$ cat src/hdl/mse_pkg.sv
// Shared types and constants for the merge sort engine.
// No dependencies; imported by mse_mem, mse_seq and merge_sort_engine_unit.
`default_nettype none

package mse_pkg;

    localparam int VALUE_W       = 32;  // element width, fixed by the stream fields
    localparam int MAX_ITEMS_DEF = 64;  // default capacity of one set

    // Sequencer states
    typedef enum logic [2:0] {
        ST_LOAD,
        ST_RUN_SETUP,
        ST_MERGE,
        ST_EMIT_PRIME,
        ST_EMIT
    } mse_state_t;

endpackage : mse_pkg

`default_nettype wire

$ cat src/hdl/mse_seq.sv
// Sequencer for load, bottom-up merge passes and emit, with the shared
// signed compare/select unit. Depends on mse_pkg; drives mse_mem.
`default_nettype none

module mse_seq
    import mse_pkg::*;
#(
    parameter int MAX_ITEMS = MAX_ITEMS_DEF,
    parameter int IDX_W     = $clog2(MAX_ITEMS),
    parameter int ADDR_W    = IDX_W + 1
)
(
    input  wire logic               clk,
    input  wire logic               rst_n,
    // load side
    input  wire logic               s_valid,
    output logic                    s_ready,
    input  wire logic [VALUE_W-1:0] s_value,
    input  wire logic               s_last,
    // emit side (value comes straight from read port 0)
    output logic                    m_valid,
    input  wire logic               m_ready,
    output logic                    m_last,
    output logic                    m_overflow,
    // buffer ports
    output logic                    mem_we,
    output logic [ADDR_W-1:0]       mem_waddr,
    output logic [VALUE_W-1:0]      mem_wdata,
    output logic [ADDR_W-1:0]       mem_raddr0,
    output logic [ADDR_W-1:0]       mem_raddr1,
    input  wire logic [VALUE_W-1:0] mem_rdata0,
    input  wire logic [VALUE_W-1:0] mem_rdata1
);

    localparam int CNT_W = $clog2(MAX_ITEMS + 1);
    localparam int EXT_W = CNT_W + 2;

    mse_state_t state_reg, state_next;

    logic [CNT_W-1:0] count_reg,   count_next;
    logic             dropped_reg, dropped_next;
    logic [CNT_W-1:0] width_reg,   width_next;
    logic [CNT_W-1:0] lo_reg,      lo_next;
    logic [CNT_W-1:0] mid_reg,     mid_next;
    logic [CNT_W-1:0] hi_reg,      hi_next;
    logic [CNT_W-1:0] a_reg,       a_next;
    logic [CNT_W-1:0] b_reg,       b_next;
    logic [CNT_W-1:0] k_reg,       k_next;
    logic             src_reg,     src_next;

    logic             s_fire;
    logic             m_fire;
    logic             full;
    logic [CNT_W-1:0] count_inc;
    logic [CNT_W-1:0] k_inc;
    logic             take_a;
    logic [CNT_W-1:0] a_new;
    logic [CNT_W-1:0] b_new;
    logic             run_done;
    logic [EXT_W-1:0] n_x;
    logic [EXT_W-1:0] lo_w_x;
    logic [EXT_W-1:0] lo_2w_x;
    logic [EXT_W-1:0] w2_x;
    logic [CNT_W-1:0] mid_calc;
    logic [CNT_W-1:0] hi_calc;
    logic             pass_done;
    logic             sort_done;
    logic             emit_last;

    // ---------------------------------------------------------------
    // shared datapath: index arithmetic and the compare/select unit
    // ---------------------------------------------------------------
    assign s_fire    = s_valid && s_ready;
    assign m_fire    = m_valid && m_ready;
    assign full      = (count_reg == CNT_W'(MAX_ITEMS));
    assign count_inc = full ? count_reg : count_reg + CNT_W'(1);
    assign k_inc     = k_reg + CNT_W'(1);

    // stable: ties go to the front run
    assign take_a = (a_reg != mid_reg) &&
                    ((b_reg == hi_reg) || ($signed(mem_rdata0) <= $signed(mem_rdata1)));
    assign a_new  = take_a ? a_reg + CNT_W'(1) : a_reg;
    assign b_new  = take_a ? b_reg : b_reg + CNT_W'(1);

    assign run_done  = (k_inc == hi_reg);
    assign n_x       = {2'b00, count_reg};
    assign lo_w_x    = {2'b00, lo_reg} + {2'b00, width_reg};
    assign w2_x      = {1'b0, width_reg, 1'b0};
    assign lo_2w_x   = {2'b00, lo_reg} + w2_x;
    assign mid_calc  = (lo_w_x < n_x)  ? lo_w_x[CNT_W-1:0]  : count_reg;
    assign hi_calc   = (lo_2w_x < n_x) ? lo_2w_x[CNT_W-1:0] : count_reg;
    assign pass_done = (lo_2w_x >= n_x);
    assign sort_done = (w2_x >= n_x);
    assign emit_last = (k_inc == count_reg);

    // ---------------------------------------------------------------
    // next state
    // ---------------------------------------------------------------
    always_comb
    begin
        state_next = state_reg;
        unique case (state_reg)
            ST_LOAD:
            begin
                if (s_fire && s_last)
                begin
                    state_next = (count_inc > CNT_W'(1)) ? ST_RUN_SETUP : ST_EMIT_PRIME;
                end
            end
            ST_RUN_SETUP:
            begin
                state_next = ST_MERGE;
            end
            ST_MERGE:
            begin
                if (run_done)
                begin
                    state_next = (pass_done && sort_done) ? ST_EMIT_PRIME : ST_RUN_SETUP;
                end
            end
            ST_EMIT_PRIME:
            begin
                state_next = ST_EMIT;
            end
            ST_EMIT:
            begin
                if (m_fire && emit_last)
                begin
                    state_next = ST_LOAD;
                end
            end
            default:
            begin
                state_next = ST_LOAD;
            end
        endcase
    end

    // ---------------------------------------------------------------
    // outputs: handshakes and buffer ports
    // ---------------------------------------------------------------
    always_comb
    begin
        s_ready    = 1'b0;
        m_valid    = 1'b0;
        m_last     = emit_last;
        m_overflow = dropped_reg;
        mem_we     = 1'b0;
        mem_waddr  = {1'b0, count_reg[IDX_W-1:0]};
        mem_wdata  = s_value;
        mem_raddr0 = {src_reg, lo_reg[IDX_W-1:0]};
        mem_raddr1 = {src_reg, mid_calc[IDX_W-1:0]};
        unique case (state_reg)
            ST_LOAD:
            begin
                s_ready = 1'b1;
                mem_we  = s_fire && !full;
            end
            ST_RUN_SETUP:
            begin
                // prime both run heads
            end
            ST_MERGE:
            begin
                mem_we     = 1'b1;
                mem_waddr  = {~src_reg, k_reg[IDX_W-1:0]};
                mem_wdata  = take_a ? mem_rdata0 : mem_rdata1;
                // heads for the next cycle; an exhausted head reads a don't-care entry
                mem_raddr0 = {src_reg, a_new[IDX_W-1:0]};
                mem_raddr1 = {src_reg, b_new[IDX_W-1:0]};
            end
            ST_EMIT_PRIME:
            begin
                mem_raddr0 = {src_reg, {IDX_W{1'b0}}};
            end
            ST_EMIT:
            begin
                m_valid    = 1'b1;
                mem_raddr0 = m_fire ? {src_reg, k_inc[IDX_W-1:0]}
                                    : {src_reg, k_reg[IDX_W-1:0]};
            end
            default:
            begin
                s_ready = 1'b0;
            end
        endcase
    end

    // ---------------------------------------------------------------
    // counters and indexes
    // ---------------------------------------------------------------
    always_comb
    begin
        count_next   = count_reg;
        dropped_next = dropped_reg;
        width_next   = width_reg;
        lo_next      = lo_reg;
        mid_next     = mid_reg;
        hi_next      = hi_reg;
        a_next       = a_reg;
        b_next       = b_reg;
        k_next       = k_reg;
        src_next     = src_reg;
        unique case (state_reg)
            ST_LOAD:
            begin
                if (s_fire)
                begin
                    count_next = count_inc;
                    if (full)
                    begin
                        dropped_next = 1'b1;
                    end
                    if (s_last)
                    begin
                        width_next = CNT_W'(1);
                        lo_next    = '0;
                        src_next   = 1'b0;
                    end
                end
            end
            ST_RUN_SETUP:
            begin
                a_next   = lo_reg;
                b_next   = mid_calc;
                k_next   = lo_reg;
                mid_next = mid_calc;
                hi_next  = hi_calc;
            end
            ST_MERGE:
            begin
                a_next = a_new;
                b_next = b_new;
                k_next = k_inc;
                if (run_done)
                begin
                    if (pass_done)
                    begin
                        lo_next    = '0;
                        width_next = w2_x[CNT_W-1:0];
                        src_next   = ~src_reg;
                    end
                    else
                    begin
                        lo_next = lo_2w_x[CNT_W-1:0];
                    end
                end
            end
            ST_EMIT_PRIME:
            begin
                k_next = '0;
            end
            ST_EMIT:
            begin
                if (m_fire)
                begin
                    k_next = k_inc;
                    if (emit_last)
                    begin
                        count_next   = '0;
                        dropped_next = 1'b0;
                    end
                end
            end
            default:
            begin
                k_next = k_reg;
            end
        endcase
    end

    always_ff @(posedge clk or negedge rst_n)
    begin
        if (!rst_n)
        begin
            state_reg   <= ST_LOAD;
            count_reg   <= '0;
            dropped_reg <= 1'b0;
            width_reg   <= '0;
            lo_reg      <= '0;
            mid_reg     <= '0;
            hi_reg      <= '0;
            a_reg       <= '0;
            b_reg       <= '0;
            k_reg       <= '0;
            src_reg     <= 1'b0;
        end
        else
        begin
            state_reg   <= state_next;
            count_reg   <= count_next;
            dropped_reg <= dropped_next;
            width_reg   <= width_next;
            lo_reg      <= lo_next;
            mid_reg     <= mid_next;
            hi_reg      <= hi_next;
            a_reg       <= a_next;
            b_reg       <= b_next;
            k_reg       <= k_next;
            src_reg     <= src_next;
        end
    end

    // ---------------------------------------------------------------
    // assertions
    // ---------------------------------------------------------------
    a_count_bound: assert property (@(posedge clk) disable iff (!rst_n)
        count_reg <= CNT_W'(MAX_ITEMS))
        else $error("item count above capacity");

    a_heads_in_run: assert property (@(posedge clk) disable iff (!rst_n)
        (state_reg == ST_MERGE) |-> (a_reg <= mid_reg) && (b_reg <= hi_reg) && (mid_reg <= hi_reg))
        else $error("merge head outside its run");

    a_out_index: assert property (@(posedge clk) disable iff (!rst_n)
        (state_reg == ST_MERGE) |->
            ({1'b0, k_reg} + {1'b0, mid_reg} == {1'b0, a_reg} + {1'b0, b_reg}))
        else $error("merge output index out of step with heads");

    a_last_starts_sort: assert property (@(posedge clk) disable iff (!rst_n)
        (s_fire && s_last) |=> (state_reg != ST_LOAD))
        else $error("last beat did not start sort");

    a_emit_hold: assert property (@(posedge clk) disable iff (!rst_n)
        (state_reg == ST_EMIT && !m_ready) |=> (state_reg == ST_EMIT) && $stable(k_reg))
        else $error("emit index moved while stalled");

endmodule : mse_seq

`default_nettype wire

$ cat config.mk
export PLATFORM = sky130hd
export DESIGN_NAME = mse_seq
export DESIGN_NICKNAME = d
export VERILOG_FILES = /design/src/hdl/mse_pkg.sv /design/src/hdl/mse_seq.sv
export SDC_FILE = /design/constraint.sdc
export NUM_CORES = 1
export LEC_CHECK = 0
export ABC_AREA = 1
export BUFFER_PORTS_ARGS = -buffer_cell sky130_fd_sc_hd__buf_2
export CAP_MARGIN = 20
export CORE_MARGIN = 4
export CORE_UTILIZATION = 55
export DETAILED_ROUTE_END_ITERATION = 7
export PLACE_DENSITY = 0.9
export SYNTH_ARGS = -nofsm -noshare
export SYNTH_HDL_FRONTEND = slang
export SYNTH_SLANG_ARGS = --single-unit
$ cat constraint.sdc
create_clock -name clk -period 3.6 [get_ports clk]
set_input_delay 0 -clock clk [delete_from_list [all_inputs] [get_ports clk]]
set_output_delay 0 -clock clk [all_outputs]
set_load 0.02 [all_outputs]
==> results.md, run 1 <==
* Run status: completed
* Post-synth EDFFs at 0
* Area leader, netlist: dfrtp_1
* Sequential share of the synthesized area at around 24%
* Row Count at 38
* Count leader, synth: nand2_1
* Routed Wire Length at 19.84 mm
* CTS Root Cell: clkbuf_16
* Pleak at 0.004180 uW
* Largest cells by area after synthesis: dfrtp_1 24%, nand2_1 18%, ha_1 13%
* Fin worst setup slack at 160.8 ps
* Die W at 114.5 um
* Clock transition at path regs at 50 ps
* Top cells by count, synth: 300 x nand2_1, 106 x inv_1, 67 x ha_1
* Crit-path max cell delay at 410 ps
* Mapped Area at between 6000 and 7000 um^2
* Synthesis-to-layout area growth at 20.86%
* First-pass GRT wire length at ~31 mm
* Yosys warns at 0
* HPWL Detailed at 14.84 mm
* Max-Cap Viols at 0
* VDD IR max at about 450 uV
* Fmax at 0.2908 GHz
* DR DRC count at 0
* Initial antenna violation count at 2
* Clock Power Share at 15.3%
* Ys async rst share at 100.0%
* Final #Nets at 1255
* Vias in the first global route at 6559
* Critical path required time at about 3600 ps
* TritonCTS Buffers at 9
* Global route overflow at 0
* Post-Place Setup Slack at 293.9 ps
* Pint at 2904 uW
* R2R Path End: b_reg[6]$_DFFE_PN0P_
* Gp weighted congestion at between 0.9 and 1
* Arrival time at the worst endpoint at 3440 ps
* CP cell instances: ha_4 -> a21o_1 -> nand2_2 -> nand2_1 -> nand2_1 -> nand2_1 -> or2_2 -> nand2_1 -> inv_1 -> ha_1 -> a21o_1 -> a211oi_2 -> nand2_2 -> buf_4 -> nand2_1 -> nand3_1 -> nand3_1 -> buf_2
* Cell family with most CP delay: simple AND/OR/NAND/NOR gates
* Number of port buffers at 158
* Routed via count at 7100
* Clock Latency Late Sink at 340 ps
* Sw frac at 53.01%
* Mapped Nets at 1098
* Yosys cell types at 44
* Power per cell area at 820.5 nW/um^2
* Critical path class: register to output pin
* TritonRoute pass-1 iters at 6
* Most common flop cell mapped by yosys: dfrtp_1
* Switch Pwr at 3277 uW
* Largest net degree at the start of global routing at 36
* CP bufs+invs at 3
* Critical Path Start: width_reg[2]$_DFFE_PN0P_
* I/O pins at around 160
* Worst flop-to-flop path startpoint: width_reg[2]$_DFFE_PN0P_
* Clock Skews at 4.930 ps
* Critical Path Stages at 18
* CTS HTree Levels at 3
* Cells after Synth at ~930
* Comb power frac at 65.6%
* Worst Hold Class: input port to register
* CP max FO at 5
* Worst-Margin Slew at 873.8 ps
* Max Slew Vio Count at 0
* Power Total at 6181 uW
* Sequential share of power at roughly a fifth
* Cell mode on critical path: nand2_1
* Initial Utilization at 56.76%
* WHS Path Cells at 5
* Drt via density at 5.758
* CP max stage cell: dfrtp_1
* Flop-to-flop setup slack at 300 ps
* Number of fill cells in the layout at 887
* Syn avg cell area at about 6.7 um^2
* Final Hold Violating Endpoints at 0
* Initial DRC count at 711
* Core area at 10980 um^2
* Clock tree buffer depth at 2
* Die Y at roughly 110 um
* TritonCTS clock tree: yes
* Final-report setup violation count at 0
* R2r worst-path depth at 18
* Slew HR at between 40% and 50%
* Fin crit period at between 3000 and 4000 ps
* Total track usage at 29.20%
* WL/cell at 16.09 um
* Synth top area share at 24.09%
* Antenna viol nets, final at 0
* Seq cells post-synth at 60
* DIE AREA at roughly 13000 um^2
* Critical path launch point type: register
* HP Start: s_last
* Fin crit share at a little over nine tenths
* Layout cells sized above 1 at 20.44%
* Hold Path End: state_reg[1]$_DFFE_PN0P_
* Sink Count at 60
* CP Capture Type: output pin
[metrics by stage]
| stage | cell area, um^2 | TNS, ps | utilization (%) | hold WS, ps | cells |
|---|---|---|---|---|---|
| floorplan | 6233 | 0 | - | -295.6 | 929 |
| global placement | 7096 | 0 | 64.60 | 154.2 | 1203 |
| detailed placement | 7096 | 0 | 64.60 | 157.7 | 1203 |
| CTS | 7441 | 0 | 67.75 | 217.2 | 1222 |
| global route | 7533 | -144.4 | 68.59 | 261.7 | 1233 |
| finish | 7533 | 0 | 68.59 | 213.1 | 1233 |
[routing by layer]
metal / share of wire, % / vias up / GRT usage, %
met5: 0 / - / 0
met2: 48 / 434 / 50.33
met4: 4.3 / 0 / 13.14
li1: - / 3376 / -
met1: 37 / 3204 / 35.22
met3: 11 / 86 / 5.497
[cells in the final DEF, fill, tap and decap left out, types with 28 or more instances in the layout]
master and n:
buf_2 157, dfrtp_1 59, o21ai_0 60, ha_1 66, nand2_1 299, o211ai_1 35, nand3_1 59, nor2_1 57
a21oi_1 28, inv_1 105
[kinds of logic (layout without fill, tap and decap cells)]
group | Yosys count | in the layout | share of synthesized area, %
compound gates | 143 | 143 | 13.67
flops | 60 | 60 | 24.09
mux | 1 | 1 | 0.1606
simple gates | 465 | 466 | 32.16
xor+xnor | 41 | 41 | 6.122
other cells | 0 | 2 | 0
buf+inv | 151 | 312 | 10.04
fa+ha+maj | 68 | 68 | 13.77
[final cells by class]
class	instances	area [um^2]	share of cell area, %
diodes	2	5.005	0.06643
flip-flops and latches	60	1503	19.95
well taps	140	175.2	2.325
multi-input cells	719	4133	54.86
clock buffers	11	242.7	3.222
repair buffers	181	968.4	12.86
inverters	115	431.7	5.730
clock inverters	5	75.07	0.9965
[timing repair]
| action | in CTS | in global routing |
|---|---|---|
| buffers inserted | 2 | 8 |
| cloned | 0 | 1 |
| setup endpoints to repair | 2 | 8 |
| hold buffers | 1 | 0 |
| gates resized for setup | 1 | 5 |
| pin swaps | 1 | 3 |
| hold endpoints to repair | 34 | 0 |
[power groups by stage]
stage	clock network [uW]	registers [uW]	logic [uW]
3_5_place_dp	0	1180	3740
6_report	945	1180	4050
5_1_grt	974	1210	4440
4_1_cts	937	1170	3850
2_1_floorplan	0	1060	2930
3_3_place_gp	0	1170	3650
[how the worst max path moves through the flow]
stage / end / slack [ps]
6_report: mem_raddr1[4] / 160
5_1_grt: mem_raddr1[0] / -40
4_1_cts: mem_raddr1[0] / 20
3_5_place_dp: b_reg[2]$_DFFE_PN0P_ / 290
3_3_place_gp: b_reg[2]$_DFFE_PN0P_ / 360
2_1_floorplan: b_reg[6]$_DFFE_PN0P_ / 560
[worst reg2reg max path, cell delays in order, from the launching register on]
cell      delay [ps]
dfrtp_1          410
ha_4             260
a21o_1           200
nand2_2           70
nand2_1           50
nand2_1           80
nand2_1           60
or2_2            270
nand2_1           70
inv_1             50
ha_1             290
a21o_1           200
a211oi_2         260
nand2_1          190
buf_4            180
o21ai_0          240
nor2_1            70
o21ai_0          160
nand2_1           70
Power figures use the tool's default switching activity.
==> run 2, diff against run 1 <==
--- a/config.mk
+++ b/config.mk
@@ -12,6 +12,7 @@
 export CORE_UTILIZATION = 55
 export DETAILED_ROUTE_END_ITERATION = 7
 export PLACE_DENSITY = 0.9
+export REMOVE_ABC_BUFFERS = 1
 export SYNTH_ARGS = -nofsm -noshare
 export SYNTH_HDL_FRONTEND = slang
 export SYNTH_SLANG_ARGS = --single-unit
==> run 2 against run 1 <==
  * Flip-flop and latch count did not move
  * Worst setup slack got worse by 12 ps
  * Sequential power barely moved
  * Via count fell by 2.2%
  * Largest cell class unchanged
==> results.md, run 2 (synthesis gave the netlist of run 1 again) <==
* TritonRoute pass-1 iters at 6
* Number of port buffers at approximately 160
* First-pass GRT wire length at 30.43 mm
* VDD IR max at 385.8 uV
* CP max FO at 5
* Critical path required time at 3600 ps
* Antenna viol nets, final at 0
* Clock tree buffer depth at 2
* Pleak at between 0.004 and 0.005 uW
* Die W at between 100 and 150 um
* Final #Nets at 1252
* Placed Cells at ~1200
* Largest net degree at the start of global routing at 35
* CP max stage cell: dfrtp_1
* Routed via count at 6946
* Cell family with most CP delay: simple AND/OR/NAND/NOR gates
* TritonCTS Buffers at 9
* CP cell instances: ha_4 -> a21o_1 -> nand2_1 -> nand2_1 -> nand2_1 -> nand2_1 -> or2_2 -> nand2_1 -> inv_1 -> ha_1 -> a21o_1 -> a211oi_2 -> nand2_2 -> buf_4 -> inv_1 -> nand2_1 -> nand3_1 -> nand3_2 -> buf_4
* Gp weighted congestion at 0.9694
* HPWL Detailed at 14.99 mm
* Initial antenna violation count at 1
* I/O pins at approximately 160
* CP Capture Type: output pin
* Fin crit period at 3452 ps
* Worst-Margin Slew at 785.8 ps
* Power per cell area at 802.4 nW/um^2
* Total track usage at between 20% and 30%
* Crit-path max cell delay at 430 ps
* Worst Hold Class: input port to register
* WHS Path Cells at 5
* Initial DRC count at 526
* Fin worst setup slack at 148.5 ps
* Clock Latency Late Sink at 340 ps
* Cell mode on critical path: nand2_1
* TritonCTS clock tree: yes
* Number of fill cells in the layout at 898
* Drt via density at between 5 and 6
* Most frequent cells in the layout: 299 x nand2_1, 155 x buf_2, 105 x inv_1
* DIE AREA at 13100 um^2
* Row Count at 38
* Post-DP Area at 7096 um^2
* Max-Cap Viols at 0
* Slew HR at 47.61%
* Initial Utilization at 56.76%
* Final core utilization at between 60% and 70%
* Commonest non-fill, non-tap cell in the layout: nand2_1
* Vias in the first global route at ~6500
* Final setup TNS at 0 ps
* Final std cells w/o fill at roughly 1200
* Critical path launch point type: register
* Core area at 10980 um^2
* Global route overflow at 0
* Post-Place Setup Slack at 219.6 ps
* R2r worst-path depth at 18
* Fin crit share at 95.88%
* Fmax at 0.2897 GHz
* Die Y at 114.5 um
* CP bufs+invs at 4
* CTS Root Cell: clkbuf_16
* Routed Wire Length at 19.77 mm
* Critical path class: register to output pin
* Critical Path Stages at 19
* Arrival time at the worst endpoint at between 3000 and 4000 ps
* DR DRC count at 0
* Sink Count at 60
* Clock Skews at 4.923 ps
* Final-report setup violation count at 0
* Run status: completed
* Max Slew Vio Count at 0
* Layout cells sized above 1 at 20.13%
* Clock transition at path regs at 50 ps
* Synthesis-to-layout area growth at 19.91%
* CTS HTree Levels at 3
* WL/cell at 16.08 um
* Final Hold Violating Endpoints at 0
* Design Area, Final at 7475 um^2
-- run 2: cell count changes in the layout (fill, tap and decap cells not counted), sizes merged --
| cell | before | now |
|---|---|---|
| buf | 180 | 178 |
| diode | 2 | 1 |
| nand2 | 303 | 302 |
| clkbuf | 11 | 14 |
| clkinv | 10 | 9 |
| bufinv | 2 | 0 |
-- run 2: cell type report --
class / count / area, um^2 / share of cell area (%)
Antenna cell: 1 / 2.502 / 0.03348
Clock buffer: 14 / 254.0 / 3.398
Clock inverter: 2 / 10.01 / 0.1339
Inverter: 115 / 431.7 / 5.775
Multi-Input combinational cell: 718 / 4136 / 55.34
Sequential cell: 60 / 1503 / 20.10
Tap cell: 140 / 175.2 / 2.343
Timing Repair Buffer: 179 / 962.2 / 12.87
-- run 2: routing by layer --
metal | vias to the layer above | GRT usage [%] | part of all wire [%]
met4 | 0 | 12.59 | 4.3
met5 | - | 0 | 0
met1 | 3150 | 33.80 | 38
li1 | 3353 | - | -
met3 | 75 | 6.448 | 8.8
met2 | 368 | 51.18 | 49
-- run 2: worst paths after layout --
path                       slack [ps]                       end                      from
hold reg to reg                   510    m_overflow$_DFFE_PN0P_    m_overflow$_DFFE_PN0P_
setup reg to reg                  410      b_reg[6]$_DFFE_PN0P_  width_reg[2]$_DFFE_PN0P_
min in group asynchronous         290  width_reg[6]$_DFFE_PN0P_                     rst_n
hold / removal                    200  state_reg[1]$_DFFE_PN0P_                    s_last
max in group asynchronous        2420  width_reg[1]$_DFFE_PN0P_                     rst_n
setup / recovery                  150             mem_raddr1[3]  width_reg[2]$_DFFE_PN0P_
-- run 2: what timing repair did --
action | 4_1_cts | 5_1_grt
buffers inserted | 3 | 5
endpoints found under the setup margin | 2 | 8
hold endpoints to repair | 31 | 0
pin swaps | 1 | 3
hold buffers | 1 | 0
gates resized for setup | 1 | 10
-- run 2: stage by stage --
step	power (uW)	hold WS, ps
after floorplan	3720	-295.6
after global placement	4828	121.2
after detailed placement	4928	118.4
after CTS	5833	203.6
after global routing	6421	231.1
final	5998	197.2
-- run 2: worst min-delay path: cells and delay by family --
kind                   cells  cell delay (ps)
buffers and inverters      1               80
and+or+nand+nor            2              150
AOI/OAI and AO/OA          2              270
-- run 2: where the power goes --
part	total (uW)	internal, uW	switching (uW)	leakage (uW)
Sequential	1170	884	287	0.000788
Clock	792	483	309	0.000131
Combinational	4040	1410	2620	0.00323
Total	6000	2780	3220	0.00415
